File: config.mk
export PLATFORM = sky130hd
export DESIGN_NAME = ordered_array_table_engine_top
export DESIGN_NICKNAME = d
export VERILOG_FILES = /design/src/rtl/core/oate_pkg.sv /design/src/rtl/core/oate_ram.sv /design/src/rtl/core/ordered_array_table_engine_top.sv
export SDC_FILE = /design/constraint.sdc
export NUM_CORES = 2
export LEC_CHECK = 0
export ABC_AREA = 1
export BUFFER_PORTS_ARGS = -buffer_cell sky130_fd_sc_hd__buf_2
export CELL_PAD_IN_SITES_DETAIL_PLACEMENT = 0
export CELL_PAD_IN_SITES_GLOBAL_PLACEMENT = 1
export CORE_ASPECT_RATIO = 0.8
export CORE_MARGIN = 2
export CORE_UTILIZATION = 52
export DETAILED_ROUTE_END_ITERATION = 12
export PLACE_DENSITY_LB_ADDON = 0.1
export SLEW_MARGIN = 20
export SYNTH_ARGS = -nofsm -noshare
export SYNTH_HDL_FRONTEND = slang
export SYNTH_SLANG_ARGS = --single-unit
File: constraint.sdc
create_clock -name clk -period 5 [get_ports clk]
set_input_delay 1 -clock clk [delete_from_list [all_inputs] [get_ports clk]]
set_output_delay 1 -clock clk [all_outputs]
set_load 0.1 [all_outputs]
File: src/rtl/core/oate_pkg.sv
// shared constants and types of the ordered array table engine
`timescale 1ns / 1ps

package oate_pkg;

    localparam int DEPTH     = 64;
    localparam int WORD_BITS = 32;

    localparam int IDX_W  = $clog2(DEPTH);
    localparam int CNT_W  = $clog2(DEPTH + 1);
    localparam int CAP_W  = 7;
    localparam int CMP_W  = (CNT_W > CAP_W) ? CNT_W : CAP_W;
    localparam int POS_W  = 7;
    localparam int VAL_W  = 32;
    localparam int LEN_W  = 7;
    localparam int FIDX_W = 6;
    localparam int ADDR_W = 3;
    localparam int DATA_W = 32;

    localparam logic [CAP_W-1:0] CAP_RESET = CAP_W'(64);

    typedef enum logic [1:0] {
        MODE_APPEND = 2'd0,
        MODE_INSERT = 2'd1,
        MODE_DELETE = 2'd2,
        MODE_SEARCH = 2'd3
    } mode_t;

    typedef enum logic [1:0] {
        ST_DONE      = 2'd0,
        ST_FULL      = 2'd1,
        ST_BAD_POS   = 2'd2,
        ST_NOT_FOUND = 2'd3
    } status_t;

    typedef enum logic {
        S_IDLE = 1'b0,
        S_RUN  = 1'b1
    } state_t;

endpackage

File: src/rtl/core/oate_ram.sv
// generic single write port ram with registered read
`timescale 1ns / 1ps

module oate_ram #(
    parameter int WIDTH = 32,
    parameter int DEPTH = 64
) (
    input  logic                     clk,
    input  logic                     we,
    input  logic [$clog2(DEPTH)-1:0] waddr,
    input  logic [WIDTH-1:0]         wdata,
    input  logic [$clog2(DEPTH)-1:0] raddr,
    output logic [WIDTH-1:0]         rdata
);

    logic [WIDTH-1:0] mem_reg [DEPTH];
    logic [WIDTH-1:0] rdata_reg;

    always_ff @(posedge clk)
    begin
        if (we)
        begin
            mem_reg[waddr] <= wdata;
        end
        rdata_reg <= mem_reg[raddr];
    end

    assign rdata = rdata_reg;

endmodule

File: src/rtl/core/ordered_array_table_engine_top.sv
// ordered array table engine: packed signed word table with append, insert, delete, search
`timescale 1ns / 1ps

// Usage
// - command channel: drive mode, position and value with start; the beat is taken at an
//   edge where start is high and busy is low
// - result channel: done pulses for one cycle with status, found_index and length; the
//   receiver cannot stall, so every result must be taken in that cycle
// - config port: apb-style, capacity at byte address 0; pready is tied high; write only
//   while the block is idle
// - append, a full table and a bad position: result in the cycle after the beat, busy
//   stays low, so a new beat may follow every cycle
// - insert at p: busy while the entries from the top down to p move up one place; when p is
//   length+1 nothing moves; the result comes in the first cycle with busy low
// - delete at p: busy while the entries above p move down; nothing moves when p is length
// - search: busy while the scan runs up from index 0; it stops at the first hit, covers
//   the whole table on a miss and reads nothing on an empty table
// - every walk uses one ram port pair and moves one entry per cycle
// - reset: table empty, capacity 64; entries are not cleared and need no clearing pass

module ordered_array_table_engine_top import oate_pkg::*; (
    input  logic                    clk,
    input  logic                    rst_n,
    input  logic                    psel,
    input  logic                    penable,
    input  logic                    pwrite,
    input  logic [ADDR_W-1:0]       paddr,
    input  logic [DATA_W-1:0]       pwdata,
    output logic [DATA_W-1:0]       prdata,
    output logic                    pready,
    input  logic                    start,
    output logic                    busy,
    input  logic [1:0]              mode,
    input  logic [POS_W-1:0]        position,
    input  logic signed [VAL_W-1:0] value,
    output logic                    done,
    output logic [1:0]              status,
    output logic [FIDX_W-1:0]       found_index,
    output logic [LEN_W-1:0]        length
);

    state_t               state_reg,  state_next;
    mode_t                op_reg,     op_next;
    logic [CAP_W-1:0]     cap_reg;
    logic [CNT_W-1:0]     count_reg,  count_next;
    logic [IDX_W-1:0]     ptr_reg,    ptr_next;
    logic [IDX_W-1:0]     tag_reg,    tag_next;
    logic [CNT_W-1:0]     rem_reg,    rem_next;
    logic                 pend_reg,   pend_next;
    logic [WORD_BITS-1:0] word_reg,   word_next;
    logic [IDX_W-1:0]     ins_reg,    ins_next;
    logic                 done_reg,   done_next;
    status_t              status_reg, status_next;
    logic [IDX_W-1:0]     found_reg,  found_next;

    logic                 mem_we;
    logic [IDX_W-1:0]     mem_waddr;
    logic [WORD_BITS-1:0] mem_wdata;
    logic [IDX_W-1:0]     mem_raddr;
    logic [WORD_BITS-1:0] mem_rdata;

    logic [CMP_W-1:0]     count_ext;
    logic [CMP_W-1:0]     cap_ext;
    logic [CMP_W-1:0]     limit;
    logic [CMP_W-1:0]     pos_ext;
    logic                 full;
    logic                 ins_bad;
    logic                 del_bad;
    logic [WORD_BITS-1:0] word_in;
    logic                 cfg_wr;

    oate_ram #(
        .WIDTH (WORD_BITS),
        .DEPTH (DEPTH)
    ) u_ram (
        .clk   (clk),
        .we    (mem_we),
        .waddr (mem_waddr),
        .wdata (mem_wdata),
        .raddr (mem_raddr),
        .rdata (mem_rdata)
    );

    // config port
    assign cfg_wr = psel && penable && pwrite && pready;
    assign pready = 1'b1;
    assign prdata = paddr[2] ? '0 : DATA_W'(cap_reg);

    always_ff @(posedge clk or negedge rst_n)
    begin
        if (!rst_n)
        begin
            cap_reg <= CAP_RESET;
        end
        else if (cfg_wr && !paddr[2])
        begin
            cap_reg <= pwdata[CAP_W-1:0];
        end
    end

    // request checks
    assign count_ext = CMP_W'(count_reg);
    assign cap_ext   = CMP_W'(cap_reg);
    assign limit     = (cap_ext < CMP_W'(DEPTH)) ? cap_ext : CMP_W'(DEPTH);
    assign full      = count_ext >= limit;
    assign pos_ext   = CMP_W'(position);
    assign ins_bad   = (pos_ext == '0) || ((pos_ext - CMP_W'(1)) > count_ext);
    assign del_bad   = (pos_ext == '0) || (pos_ext > count_ext);
    assign word_in   = WORD_BITS'(value);

    always_ff @(posedge clk or negedge rst_n)
    begin
        if (!rst_n)
        begin
            state_reg <= S_IDLE;
            count_reg <= '0;
            pend_reg  <= 1'b0;
            done_reg  <= 1'b0;
            rem_reg   <= '0;
        end
        else
        begin
            state_reg <= state_next;
            count_reg <= count_next;
            pend_reg  <= pend_next;
            done_reg  <= done_next;
            rem_reg   <= rem_next;
        end
    end

    always_ff @(posedge clk)
    begin
        op_reg     <= op_next;
        ptr_reg    <= ptr_next;
        tag_reg    <= tag_next;
        word_reg   <= word_next;
        ins_reg    <= ins_next;
        status_reg <= status_next;
        found_reg  <= found_next;
    end

    always_comb
    begin
        state_next  = state_reg;
        op_next     = op_reg;
        count_next  = count_reg;
        ptr_next    = ptr_reg;
        tag_next    = tag_reg;
        rem_next    = rem_reg;
        pend_next   = pend_reg;
        word_next   = word_reg;
        ins_next    = ins_reg;
        done_next   = 1'b0;
        status_next = status_reg;
        found_next  = found_reg;
        mem_we      = 1'b0;
        mem_waddr   = '0;
        mem_wdata   = '0;
        mem_raddr   = ptr_reg;

        case (state_reg)
            S_IDLE:
            begin
                if (start)
                begin
                    op_next     = mode_t'(mode);
                    word_next   = word_in;
                    ins_next    = IDX_W'(pos_ext - CMP_W'(1));
                    pend_next   = 1'b0;
                    found_next  = '0;
                    status_next = ST_DONE;
                    case (mode_t'(mode))
                        MODE_APPEND:
                        begin
                            done_next = 1'b1;
                            if (full)
                            begin
                                status_next = ST_FULL;
                            end
                            else
                            begin
                                mem_we     = 1'b1;
                                mem_waddr  = IDX_W'(count_reg);
                                mem_wdata  = word_in;
                                count_next = count_reg + CNT_W'(1);
                            end
                        end
                        MODE_INSERT:
                        begin
                            if (full)
                            begin
                                done_next   = 1'b1;
                                status_next = ST_FULL;
                            end
                            else if (ins_bad)
                            begin
                                done_next   = 1'b1;
                                status_next = ST_BAD_POS;
                            end
                            else
                            begin
                                // walk down from the top entry to the insert point
                                ptr_next   = IDX_W'(count_ext - CMP_W'(1));
                                rem_next   = CNT_W'(count_ext - pos_ext + CMP_W'(1));
                                state_next = S_RUN;
                            end
                        end
                        MODE_DELETE:
                        begin
                            if (del_bad)
                            begin
                                done_next   = 1'b1;
                                status_next = ST_BAD_POS;
                            end
                            else
                            begin
                                ptr_next   = IDX_W'(pos_ext);
                                rem_next   = CNT_W'(count_ext - pos_ext);
                                state_next = S_RUN;
                            end
                        end
                        MODE_SEARCH:
                        begin
                            ptr_next   = '0;
                            rem_next   = count_reg;
                            state_next = S_RUN;
                        end
                        default:
                        begin
                            done_next = 1'b1;
                        end
                    endcase
                end
            end

            S_RUN:
            begin
                // write back the entry read in the previous cycle
                if (pend_reg && (op_reg != MODE_SEARCH))
                begin
                    mem_we    = 1'b1;
                    mem_waddr = tag_reg;
                    mem_wdata = mem_rdata;
                end

                if (pend_reg && (op_reg == MODE_SEARCH) && (mem_rdata == word_reg))
                begin
                    done_next   = 1'b1;
                    status_next = ST_DONE;
                    found_next  = tag_reg;
                    pend_next   = 1'b0;
                    state_next  = S_IDLE;
                end
                else if (rem_reg != '0)
                begin
                    mem_raddr = ptr_reg;
                    pend_next = 1'b1;
                    rem_next  = rem_reg - CNT_W'(1);
                    case (op_reg)
                        MODE_INSERT:
                        begin
                            tag_next = ptr_reg + IDX_W'(1);
                            ptr_next = ptr_reg - IDX_W'(1);
                        end
                        MODE_DELETE:
                        begin
                            tag_next = ptr_reg - IDX_W'(1);
                            ptr_next = ptr_reg + IDX_W'(1);
                        end
                        default:
                        begin
                            tag_next = ptr_reg;
                            ptr_next = ptr_reg + IDX_W'(1);
                        end
                    endcase
                end
                else if (pend_reg)
                begin
                    pend_next = 1'b0;
                end
                else
                begin
                    done_next  = 1'b1;
                    found_next = '0;
                    state_next = S_IDLE;
                    case (op_reg)
                        MODE_INSERT:
                        begin
                            mem_we      = 1'b1;
                            mem_waddr   = ins_reg;
                            mem_wdata   = word_reg;
                            count_next  = count_reg + CNT_W'(1);
                            status_next = ST_DONE;
                        end
                        MODE_DELETE:
                        begin
                            count_next  = count_reg - CNT_W'(1);
                            status_next = ST_DONE;
                        end
                        default:
                        begin
                            status_next = ST_NOT_FOUND;
                        end
                    endcase
                end
            end

            default:
            begin
                state_next = S_IDLE;
            end
        endcase
    end

    assign busy        = (state_reg != S_IDLE);
    assign done        = done_reg;
    assign status      = status_reg;
    assign found_index = FIDX_W'(found_reg);
    assign length      = LEN_W'(count_reg);

endmodule

# After elaboration in Yosys (flattened, before gate mapping)
# Memories as Yosys holds them, arrays and structs flattened. A register that Yosys moved wholly into a read port is not among the register bits.
# Index checks and enable logic that the tools add are counted.
# word_totals
mem_bits_rw	2048
wordCells	163
mem_count	1
out_inout_bits	50
latch_bits	0
register_bits	84
in_bits	82
romBits	0
# op_classes
shift	0
n_mul	0
eq_ne	22
order_cmp	4
muxes	95
reduce_logical	18
bitwise_logic	2
div_mod_pow	0
n_addsub	8
# memory_table
memory	depth	word_bits	rd	rd_ports_with_merged_regs	wr	line_no	text
u_ram.mem_reg	64	32	1	1	1	oate_ram.sv:16	logic [WIDTH-1:0] mem_reg [DEPTH];
# ops
cell	n
$mux W32	8
$mux W6	19
$mux W7	14
$pmux W32 S2	1
$pmux W6 S2	4
$pmux W7 S2	3
$eq A32 B32 Y1	1
$mux W1	28
$pmux W7 S3	1
$sub A7 B1 Y7 const B	3
$pmux W6 S3	1
$mux W2	8
$add A7 B1 Y7 const B	2
$gt A7 B7 Y1	2
$reduce_and A7 Y1	2
$ne A2 B2 Y1 const B	6
$ne A3 B3 Y1 const B	4
$eq A2 B2 Y1 const B	4
$pmux W1 S2	4
$ge A7 B7 Y1	1
$logic_not A7 Y1	1
$lt A7 B7 Y1 const B	1
$reduce_bool A7 Y1	1
$sub A7 B7 Y7	1
18 further kinds	29

# Depth between registers and ports, before layout
# logic_depth
ltp_word	10
mapped_depth	18
ltp_nobuf	18

# Cells and area by module
# From an unflattened synthesis, not the netlist that was laid out.
# unflattened
cells_unflattened	7621
hier_area_um2	89305.7
# modules_own_cells
module	cells_each	n_inst	area_each_um2	seq_area_each_um2
oate_ram	6787	1	82831.9	62139.6
ordered_array_table_engine_top	834	1	6473.7	2403.6

# Worst setup path before layout
# OpenSTA, ideal clock, no wires.
# synth_path
path_type	reg2reg
startpoint	register count_reg[0], in the netlist length[0]
endpoint	memory u_ram.mem_reg[40][0] (enable)
path_stages_with_launch	14
path_buffers	0
path_slack_ns	0.477
period_less_slack_ns	4.523
arrival_time_ns	4.102
required_time_ns	4.579
setup_time_ns	0.421
path_cell_list	dfrtp_1 inv_1 ha_1 nand2_1 nor2_1 nand3b_1 nand4_4 inv_2 nand2_1 nand2_2 nand2_1 inv_2 nand3_2 nor2_1
# synth_via
elab_chain_cells	7
word_cells_on_any_way	11
cone_classes	order compare: 1; mux: 10
# synth_rtl
item	line_no	text
start, declared	ordered_array_table_engine_top.sv:45	logic [CNT_W-1:0] count_reg, count_next;
start signal, assigned	ordered_array_table_engine_top.sv:124	count_reg <= count_next;
$ge A7 B7 Y1	ordered_array_table_engine_top.sv:105	assign full = count_ext >= limit;
$mux W1	ordered_array_table_engine_top.sv:176	if (full)
$mux W1	ordered_array_table_engine_top.sv:172	case (mode_t'(mode))
$mux W1	ordered_array_table_engine_top.sv:164	if (start)
$pmux W1 S2	ordered_array_table_engine_top.sv:161	case (state_reg)
$mux W1	oate_ram.sv:21	if (we)
$mux W1 (not written as such)	oate_ram.sv:23	mem_reg[waddr] <= wdata;
end, declared	oate_ram.sv:16	
# Several ways; a longest one is shown, not always the timed one.

# Worst setup path after layout
# layout_path
startpoint	register cap_reg[6], in the netlist cap_ext[6]
endpoint	memory u_ram.mem_reg[26][3] (enable)
# layout_via
elab_chain_cells	9
word_cells_on_any_way	13
cone_classes	order compare: 2; mux: 11
# layout_rtl
item	line_no	text
start, declared	ordered_array_table_engine_top.sv:44	logic [CAP_W-1:0] cap_reg;
start signal, assigned	ordered_array_table_engine_top.sv:97	cap_reg <= pwdata[CAP_W-1:0];
$lt A7 B7 Y1	ordered_array_table_engine_top.sv:104	assign limit = (cap_ext < CMP_W'(DEPTH)) ? cap_ext : CMP_W'(DEPTH);
$mux W7 *	ordered_array_table_engine_top.sv:104	
$ge A7 B7 Y1 *	ordered_array_table_engine_top.sv:105	
$mux W1	ordered_array_table_engine_top.sv:176	
$mux W1	ordered_array_table_engine_top.sv:172	
$mux W1	ordered_array_table_engine_top.sv:164	
$pmux W1 S2	ordered_array_table_engine_top.sv:161	
$mux W1	oate_ram.sv:21	
$mux W1 (not written as such)	oate_ram.sv:23	
# Every way passes the cells marked *; elsewhere a longest branch is shown, timed or not.

==> impl_results.md <==
* Port Buf Inserts at 78
* Status: finished, final reports clean
* Synth Register Bits at 2164
* Hold WC Path Type: in2async
* Number of flip-flops in the largest register at between 2000 and 2500
* Total grt overflow at 0
* Slew @ Worst Pin at 1180 ps
* Top-Level Pins at 132
* Initial Util at 0.523
* Post-Syn Instances at 7023
* Final nets at 7173
* Fin. Hold Viols at 0
* Arr. time, crit path at between 4000 and 5000 ps
* CTS Sinks at 2164
* Peak VDD IR at 491 uV
* Worst Path Required at 5470 ps
* DIE AREA at 173000 sq um
* Synth warnings at 0
* Commonest non-fill, non-tap cell in the layout: edfxtp_1
* Final RePlAce weighted congestion at about 0.88
* Final Cycle Share at 0.872
* Post-synthesis sequential area ratio at 0.730
* Worst Setup Slack post-DPL at 706 ps
* DRT Pass-1 Iters at 5
* Cts bufs inserted at ~200
* Area grow syn2layout at 11.8%
* Net Sw Frac at 0.383
* Htree depth at 4
* Largest net degree at the start of global routing at 201
* Drt wl/cell at about 27 microns
* CTS Hold Bufs at 0
* Logic pwr share at 0.352
* Int Power at 37.3 mW
* Post-Route Skew at 45.7 ps
* Die W at approximately 470 microns
* Final worst setup slack at 641 ps
* CP max FO at 20
* Count of pins over their slew limit at 0
* Rows at 135
* PD cells at 611 nW/um^2
* Most frequent cells in the layout: edfxtp_1, nor2_1, o21ai_0
* CTS tree: yes
* Initial antenna violation count at 11
* Number of synthesized flops with an enable pin at 2108
* Util after Layout at 0.585
* Die span in y at approximately 370 microns
* Worst-Skew Late Latency at 840 ps
* Count of cell types in the netlist at 58
* DRT iter0 DRCs at 6742
* GR Util All Layers at 0.295
* Synth Area per Inst at about 13 sq um
* Antenna-violating nets left at 0
* Total number of vias at approximately 57000
* Leakage at 32.5 nW
* Number of post-CTS setup repair buffers at 0
* # DRC at 0
* Synthesized cell area at 88400 sq um
* CORE AREA at 169000 sq um
* Number of global-route vias before repair at 53300
* Post-CTS Resized at 0
* Reg clk slew, reported paths at 70 ps
* Vias per cell at 6.05
* Detailed-placement wirelength estimate at 145 mm
* Rel. slew slack at 0.216
* Clock root cell: clkbuf_16
* Synth Flop Type: edfxtp_1
* F_max at 229 MHz
* Flop pwr share at 0.395
* CP endpoint kind: flip-flop
* Total power at just over 60 mW
* Final setup violation count at 0
* DRT Wirelength at 259 mm
* Clk buf depth at 3
* Ys async rst share at 0.0111
* Net Sw Power at 23.2 mW
* Setup TNS at 0 ps
* Critical path startpoint category: flip-flop
* Clock share of power at 0.253
* Final min period at 4360 ps
* Crit path kind: reg2reg
* Global-route wire length before repair at about 370 mm
* RSZ-0062 raised after global routing: false
* Share of layout cells above drive strength 1 at 0.101
* Max Cap Viol at 0
[cells in the mapped netlist, types with 9 or more instances]
cell type  count  share of area
ha_1          32         0.0045
o21ai_0     1048          0.059
nor2_1      1469          0.062
dfxtp_1       32         0.0072
buf_1         38         0.0016
nand2_2       14        0.00099
nand2_1      433          0.018
buf_6         13         0.0017
xnor2_1        9        0.00089
edfxtp_1    2108           0.72
inv_1        180         0.0076
xor2_1        22         0.0022
buf_4         71         0.0060
a21oi_1       34         0.0019
nand4_1       17         0.0012
clkbuf_1     226         0.0096
o211ai_1     367          0.031
dfrtp_1       23         0.0065
o31ai_1       36         0.0031
o22ai_1      109         0.0077
o221ai_1      79         0.0078
nand3_1      331          0.019
nor3_1        11        0.00062
o32ai_1       21         0.0021
buf_2        147         0.0083
o21ai_1       44         0.0025
inv_2         15        0.00064
a22o_1        32         0.0032
[power groups by stage]
stage               clock, mW  combinational, mW  sequential [mW]
floorplan                   0               12.2             24.1
global route             16.1               22.9             23.9
finish                   15.3               21.3             23.8
detailed placement          0               21.1             24.2
global placement            0               20.9             24.2
CTS                      15.5               21.2             23.8
[critical path: stages (launching register included)]
cell and delay, ps:
dfstp_2 530, clkinv_1 210, ha_1 400, nand2_1 80
inv_1 40, a21oi_1 260, nand4_4 250, o21ai_2 560
inv_2 80, nor2_2 150, nand2_2 290, nor2_4 620
buf_4 470
[worst paths after layout]
| path | start | endpoint | slack (ps) | cells after the start |
|---|---|---|---|---|
| hold reg to reg | rem_reg[5] | rem_reg[5] | 490 | 2 |
| setup reg to reg | cap_ext[6] | u_ram.mem_reg[26][3] | 640 | 12 |
| max in group asynchronous | rst_n | busy | 4310 | 1 |
| hold / removal | rst_n | cap_ext[3] | 200 | 1 |
| setup / recovery | cap_ext[6] | u_ram.mem_reg[26][3] | 640 | 12 |
| min in group clk | value[24] | word_reg[24] | 350 | 1 |
[through the flow]
stage | std cells | area [sq um] | hold slack [ps]
after floorplan | 7047 | 88500 | 449
after global placement | 9111 | 92400 | 491
after detailed placement | 9111 | 92400 | 481
after CTS | 9486 | 98900 | 178
after global routing | 9487 | 98900 | 221
final | 9489 | 98900 | 203
[layout make-up]
cell class / count / area, sq um
fillers: 13500 / 70200
flip-flops and latches: 2164 / 64500
multi-input cells: 4187 / 21300
clock buffers: 282 / 5600
repair buffers: 301 / 2900
well taps: 2260 / 2830
clock inverters: 93 / 888
inverters: 199 / 786
diodes: 3 / 7.51
[metal layers]
layer  vias to the layer above  wire [microns]  GRT usage
li1                      25800               -          -
met1                     28900          111000      0.439
met2                      2397          118000      0.450
met3                       340           21500     0.0470
met4                         2            8140     0.0899
met5                         -              13          0
[cells by family (layout without fill, tap and decap cells)]
| kind of cell | Yosys count | count (layout) | synth area share |
|---|---|---|---|
| other | 2 | 29 | 0.0000849 |
| and+or+nand+nor | 2303 | 2303 | 0.105 |
| xor gates and xnor gates | 31 | 31 | 0.00307 |
| adders and majority gates | 33 | 33 | 0.00476 |
| AOI/OAI and AO/OA | 1794 | 1794 | 0.121 |
| DFF | 2164 | 2164 | 0.730 |
| buffers and inverters | 696 | 875 | 0.0358 |
Note: power is estimated with default switching activity, not from simulation.
